[src/hdl/mcm_ram.sv]
module mcm_ram #(
   parameter int WIDTH = 8,
   parameter int DEPTH = 16
) (
   input  logic                     clock,
   input  logic                     wr_en,
   input  logic [$clog2(DEPTH)-1:0] wr_addr,
   input  logic [WIDTH-1:0]         wr_data,
   input  logic [$clog2(DEPTH)-1:0] rd_addr,
   output logic [WIDTH-1:0]         rd_data
);

   logic [WIDTH-1:0] mem [DEPTH];

   always_ff @(posedge clock) begin
      if (wr_en) begin
         mem[wr_addr] <= wr_data;
      end
      rd_data <= mem[rd_addr];
   end

endmodule

[config.mk]
export PLATFORM = sky130hd
export DESIGN_NAME = mcm_ram
export DESIGN_NICKNAME = d
export VERILOG_FILES = /design/src/hdl/mcm_ram.sv
export SDC_FILE = /design/constraint.sdc
export NUM_CORES = 1
export LEC_CHECK = 0
export BUFFER_PORTS_ARGS = -buffer_cell sky130_fd_sc_hd__buf_2
export CAP_MARGIN = 10
export CORE_ASPECT_RATIO = 1.25
export CORE_MARGIN = 2
export CORE_UTILIZATION = 47
export DETAILED_ROUTE_END_ITERATION = 12
export GPL_TIMING_DRIVEN = 0
export SYNTH_ARGS = -nofsm -noshare
export SYNTH_HDL_FRONTEND = slang
export SYNTH_SLANG_ARGS = --single-unit
[constraint.sdc]
create_clock -name clock -period 3.3 [get_ports clock]
set_clock_uncertainty 0.2 [all_clocks]
set_input_delay 0.33 -clock clock [delete_from_list [all_inputs] [get_ports clock]]
set_output_delay 0.33 -clock clock [all_outputs]
set_load 0.02 [all_outputs]
Word level (Yosys, flattened, before mapping)
Memory sizes are Yosys's and may differ from the RTL's. A register that Yosys moved wholly into a read port is not among the register bits.
Cells that the tools add are included.
{"block": "classes", "n_mux": 2}
{"operator": "$mux 1", "count": 2}
{"block": "word_totals", "register_bits": 0, "ram_bits": 128, "input_bits": 18, "out_inout_bits": 8, "wordCells": 3, "memories": 1}
{"memory": "mem", "words": 16, "word_bits": 8, "read_ports": 1, "rd_ports_with_merged_regs": 1, "write_ports": 1, "line_no": "13", "text": "logic [WIDTH-1:0] mem [DEPTH];"}

Logic depth before layout (Yosys ltp)
Gate-level depths: netlist of run 1.
{"block": "depth", "depth_word": 2, "ltp_mapped": 5, "ltp_nobuf": 3}

Worst setup path before layout of run 1
OpenSTA, ideal clock, no wires.
{"block": "synth_path", "path_type": "in2reg", "startpoint": "input wr_addr[2]", "endpoint": "memory mem[0][0], enable pin", "setup_ps": 383, "arrival_time_ps": 1440, "required_ps": 2717, "path_slack_ps": 1277, "cell_stages": 2, "n_path_buf": 0, "path_cell_list": "or3b_2 > nor3_1"}
{"element": "from (decl)", "line_no": "7", "text": "input logic [$clog2(DEPTH)-1:0] wr_addr,"}
{"element": "to (decl)", "line_no": "13"}
No word-level cell before the write port.

Final worst setup path of run 1
{"block": "layout_path", "startpoint": "input wr_addr[2]", "endpoint": "memory mem[0][5], enable pin"}
No word-level cell before the write port.

==> results of run 1 <==
-- state kept, by name, indices dropped and copies added (netlist names) --
signal,flops
mem,128
rd_data,8
-- layout by cell type (no fill, tap or decap), drive strengths merged, types with 2 or more instances in the layout --
cell	count
a22oi	16
buf	35
clkbuf	28
clkdlybuf4s25	3
clkinv	3
dfxtp	8
edfxtp	128
mux4	32
nand2	9
nand2b	2
nand3b	2
nor2	13
nor3	4
-- routing by layer --
metal | global-route usage | vias up | part of all wire
li1 | - | 1066 | -
met1 | 0.2450 | 1246 | 0.42
met2 | 0.2957 | 62 | 0.51
met3 | 0.05876 | 13 | 0.046
met4 | 0.08073 | 0 | 0.022
met5 | 0 | - | 0
-- worst paths after layout --
kind / slack (ns) / to / startpoint / cells past startpoint
min reg2reg: 0.46 / rd_data[3]$_DFF_P_ / mem[14][3]$_DFFE_PP_ / 3
min: 0.13 / mem[13][5]$_DFFE_PP_ / wr_data[5] / 1
max: 1.52 / mem[0][5]$_DFFE_PP_ / wr_addr[2] / 4
max reg2reg: 1.60 / rd_data[2]$_DFF_P_ / mem[1][2]$_DFFE_PP_ / 3
-- report_power, final --
part           leakage (nW)  internal, mW  switching (mW)
Combinational         0.537        0.0776           0.120
Clock                 0.303          1.22           0.650
Sequential             1.22          1.93         0.00812
-- logic make-up (layout without fill, tap and decap cells) --
| logic type | count (synthesis) | after routing | synth area share |
|---|---|---|---|
| simple gates | 35 | 35 | 0.03184 |
| compound gates | 16 | 16 | 0.02334 |
| buf+inv | 10 | 70 | 0.01677 |
| flops | 136 | 136 | 0.7778 |
| mux | 32 | 32 | 0.1502 |
-- final cells by class --
type	count	area [sq um]	share of cell area
sequential	136	4004	0.6594
multi-input combinational	83	1057	0.1741
clock buffer	28	591.8	0.09747
tap	132	165.2	0.02720
timing repair buffer	28	145.1	0.02390
buffer	10	86.33	0.01422
clock inverter	4	22.52	0.003709
-- critical path, cell delays in order --
cell and delay (ns):
buf_2 0.13, or3b_2 0.51, nor3_1 0.41, buf_2 0.30
-- per-stage QoR --
step	utilization	area (sq um)	total power, mW
after floorplan	-	5147	2.088
after global placement	0.5118	5433	2.171
after detailed placement	0.5137	5453	2.177
after CTS	0.5715	6067	4.038
after global routing	0.5720	6072	4.132
final	0.5720	6072	4.008
==> impl_metrics.json, run 1 <==
{
  "outcome": "completed",
  "tritoncts": "built",
  "stdcell_count": 421,
  "synth_nets": 247,
  "min_period_ns": 1.781,
  "synth_cell_types": 19,
  "grt_pass1_vias": 2498,
  "ios": 26,
  "path_clk_slew_ns": 0.05,
  "row_count": 42,
  "yosys_register_bits": 136,
  "initial_utilization": 0.4849,
  "hold_buffers": 0,
  "nets": 294,
  "nFillCells": 815,
  "tightestPinTransition_ns": 0.8275,
  "grt_max_degree": 17,
  "cts.sinks": 136,
  "synth_ff_type": "edfxtp_1",
  "ant_nets": 0,
  "peakVddDrop_mv": 0.4098,
  "vias_per_cell": 5.670,
  "cts_buffer_depth": 2,
  "max_freq_mhz": 561.4,
  "power_density_nw_per_um2": 660.0,
  "synth_area_leaders": "edfxtp_1, mux4_2, mux4_1",
  "setup_ws_ns": 1.519,
  "grt_overflow": 0,
  "route.vias.total": 2387,
  "yosysTopAreaCellShare": 0.7467,
  "cts_buffers": 17,
  "drive_above_1_share": 0.2976,
  "hold_class": "in -> reg",
  "post_cts_resized": 0,
  "timing.final.crit_share": 0.5398,
  "grt_usage": 0.1881,
  "grt_pass1_wl_um": 15410,
  "end_kind": "flop",
  "max_cap_violations": 0,
  "dp_cells": 388,
  "synth_common_cells": "edfxtp_1, mux4_2, a22oi_1",
  "place_hpwl_um": 6271,
  "syn_inst": 229,
  "final-setup-viol-count": 0,
  "rsz0062_at_grt": "no",
  "die_w_um": 97.61,
  "synth_area_sq_um": 5147,
  "die_y_um": 121.0,
  "antenna_found_initial": 0,
  "syn2layout_area_growth_pct": 17.96,
  "first_iter_violations": 205,
  "crit_fanout": 6,
  "n_antenna_cell": 0,
  "die_area_sq_um": 11810,
  "syn_avg_cell_area_sq_um": 22.48,
  "worst-setup-path-type": "in -> reg",
  "cp-start-kind": "primary input",
  "worstPathArrival_ns": 1.68,
  "synth_edf_count": 128,
  "slew_headroom": 0.4463,
  "leakage_nw": 2.063,
  "cp_data_required_time_ns": 3.20,
  "htreeDepth": 4,
  "cts-root-buf": "clkbuf_16",
  "gp_congestion": 0.7254,
  "fin_hold_ws_ns": 0.1323,
  "cts_setup_buffers": 0,
  "slew_violations": 0,
  "yosysWarnings": 0,
  "synth-seq-area-share": 0.7778,
  "async_flop_share": 0,
  "setup_tns_ns": 0,
  "wl_um": 10010,
  "avgRoutedWirePerCell_um": 23.77,
  "post-place-ws_ns": 0.6891,
  "drc_errors": 0,
  "insertion_delay_ns": 0.40,
  "yosysTopAreaCell": "edfxtp_1",
  "synth_most_common_cell": "edfxtp_1",
  "drtPass1Iterations": 4,
  "hold_viol_final": 0,
  "core_area_sq_um": 10620,
  "numPortBuffers": 24
}
Note: power is estimated with default switching activity, not from simulation.
==> inputs of run 2 (changes only) <==
- ABC_AREA: not set -> 1
- PLACE_DENSITY: not set -> 0.66
- clock period: 3.3 -> 1.49 ns (I/O delays scaled with it)
==> impl_metrics.json, run 2 <==
{
  "synth_edf_count": 128,
  "drtPass1Iterations": 7,
  "die_w_um": 103.1,
  "gp_congestion": 0.8523,
  "post_cts_resized": 0,
  "ant_nets": 0,
  "wl_um": 13140,
  "clockPowerShare": 0.435,
  "top_register": "mem",
  "die_area_sq_um": 13180,
  "ios": 26,
  "slowest_delay_ns": 0.72,
  "regToRegSetupSlack_ns": 0.26,
  "holdCritStartpoint": "rd_addr[2]",
  "power_density_nw_per_um2": 1288,
  "final-setup-viol-count": 0,
  "hold_viol_final": 0,
  "yosys_register_bits": 136,
  "path_clk_slew_ns": 0.05,
  "multi_input_area_sq_um": 1214,
  "cts-root-buf": "clkbuf_16",
  "crit_fanout": 8,
  "antenna_found_initial": 0,
  "synth_ff_type": "edfxtp_1",
  "place_area_sq_um": 6082,
  "max_cap_violations": 0,
  "place_hpwl_um": 8809,
  "leakage_nw": 2.908,
  "p_sw_mw": 1.949,
  "synth_most_common_cell": "nand2_1",
  "regArea_sq_um": 4004,
  "slew_violations": 0,
  "synth_common_cells": "nand2_1, edfxtp_1, inv_1",
  "numPortBuffers": 22,
  "grt_pass1_vias": 3776,
  "slew_headroom": 0.4112,
  "cpLargestDelayFamily": "simple AND/OR/NAND/NOR gates",
  "insertion_delay_ns": 0.42,
  "rr_startpoint": "mem[10][2]$_DFFE_PP_",
  "core_area_sq_um": 12050,
  "cp_slowest_cell": "nor2_1",
  "drive_above_1_share": 0.1203,
  "timing.final.crit_share": 0.9369,
  "yosysWarnings": 0,
  "path_cells": "buf_2, nand3b_1, nor2_1",
  "r2r_cells": 6,
  "final_cell_mix": "nand2_1, edfxtp_1, inv_1, nand3_1, buf_2",
  "internal-power_mw": 6.714,
  "end_kind": "flop",
  "htreeDepth": 4,
  "final_area_sq_um": 6725,
  "first_iter_violations": 406,
  "synth-seq-area-share": 0.6943,
  "seqPwrFrac": 0.496,
  "route.vias.total": 3807,
  "p_comb_frac": 0.069,
  "worstPathArrival_ns": 1.23,
  "synth_area_sq_um": 5767,
  "yosysTopAreaCell": "edfxtp_1",
  "peakVddDrop_mv": 0.7133,
  "hold_class": "in -> reg",
  "drc_errors": 0,
  "n_antenna_cell": 0,
  "avgRoutedWirePerCell_um": 16.87,
  "rsz0062_at_grt": "no",
  "switching_share": 0.2249,
  "row_count": 45,
  "outcome": "completed",
  "grt_pass1_wl_um": 20630,
  "nFillCells": 1058,
  "syn_avg_cell_area_sq_um": 10.47,
  "initial_utilization": 0.4786,
  "worst-setup-path-type": "in -> reg",
  "cts_buffer_depth": 2,
  "r2r_end": "rd_data[2]$_DFF_P_",
  "nets": 620,
  "syn_inst": 551,
  "mostFrequentLayoutCell": "nand2_1",
  "max_freq_mhz": 716.4,
  "synth_area_leaders": "edfxtp_1, nand2_1, nand3_1",
  "cp-start-kind": "primary input",
  "syn2layout_area_growth_pct": 16.62,
  "largest_reg_flops": 128,
  "synth_nets": 569,
  "cp_data_required_time_ns": 1.33,
  "tritoncts": "built",
  "final_core_util": 0.5582,
  "yosysTopAreaCellShare": 0.6665,
  "hold_end": "rd_data[4]$_DFF_P_",
  "cts.sinks": 136,
  "cts_buffers": 17,
  "min_period_ns": 1.396,
  "cts_setup_buffers": 0,
  "async_flop_share": 0,
  "min_path_cells": 4,
  "die_y_um": 127.8,
  "grt_usage": 0.2197,
  "vias_per_cell": 4.887,
  "tightestPinTransition_ns": 0.8799,
  "grt_max_degree": 17,
  "reg.largest.list": "mem: 128 flops, rd_data: 8 flops",
  "grt_overflow": 0,
  "synth_cell_types": 12,
  "critPathBufInv": 1
}
==> run 2: area by class of cell <==
| cell class | count | area share |
|---|---|---|
| plain buffers | 23 | 0.02419 |
| well taps | 164 | 0.03051 |
| multi-input cells | 289 | 0.1805 |
| inverters | 102 | 0.05693 |
| clock buffers | 17 | 0.06326 |
| repair buffers | 33 | 0.03274 |
| clock inverters | 15 | 0.01656 |
| flip-flops and latches | 136 | 0.5953 |
==> run 2: worst reg2reg max path: cells and delay by family (launching register included) <==
family        cells  cell delay, ns
simple gates      5            0.48
buf+inv           1            0.07
flops             1            0.36
==> run 2: kinds of logic after synthesis <==
group                  after synthesis  synth area share
buffers and inverters              126           0.09525
flip-flops                         136            0.6943
AND/OR/NAND/NOR                    289            0.2105
==> run 2: what timing repair did <==
item | CTS | global route
hold endpoints to repair | 133 | 0
endpoints found under the setup margin | 0 | 1
hold buffers | 11 | 0
==> run 2: through the flow <==
step | std cells | setup WS, ns | setup TNS (ns) | hold WS [ns] | power (mW)
floorplan | 551 | 0.1902 | 0 | 0.04787 | 4.710
global placement | 737 | -0.2571 | -20.83 | 0.3658 | 4.937
detailed placement | 737 | -0.3487 | -24.97 | 0.3660 | 4.947
CTS | 780 | 0.08740 | 0 | 0.00001055 | 8.705
global route | 779 | 0.02761 | 0 | 0.04027 | 8.939
finish | 779 | 0.09403 | 0 | 0.01472 | 8.663
==> run 2: worst max path at each step <==
| stage | startpoint | end | slack (ns) | cells after the start |
|---|---|---|---|---|
| 2_1_floorplan | wr_addr[2] | mem[10][0]$_DFFE_PP_ | 0.19 | 2 |
| 3_3_place_gp | wr_addr[3] | mem[4][4]$_DFFE_PP_ | -0.26 | 3 |
| 3_5_place_dp | wr_addr[3] | mem[5][0]$_DFFE_PP_ | -0.35 | 3 |
| 4_1_cts | wr_addr[3] | mem[5][4]$_DFFE_PP_ | 0.09 | 3 |
| 5_1_grt | wr_addr[3] | mem[4][5]$_DFFE_PP_ | 0.03 | 3 |
| 6_report | wr_addr[3] | mem[4][5]$_DFFE_PP_ | 0.09 | 3 |
==> run 2: power groups by stage <==
stage,clock network (mW),logic (mW),registers (mW)
floorplan,0,0.302,4.41
global placement,0,0.562,4.37
detailed placement,0,0.570,4.38
CTS,3.81,0.598,4.30
global route,3.98,0.659,4.30
finish,3.77,0.598,4.30
==> run 2: layer usage <==
metal	up-vias	share of wire	GRT usage
li1	1874	-	-
met1	1745	0.42	0.2962
met2	161	0.48	0.3358
met3	27	0.069	0.05071
met4	0	0.032	0.1060
met5	-	0	0
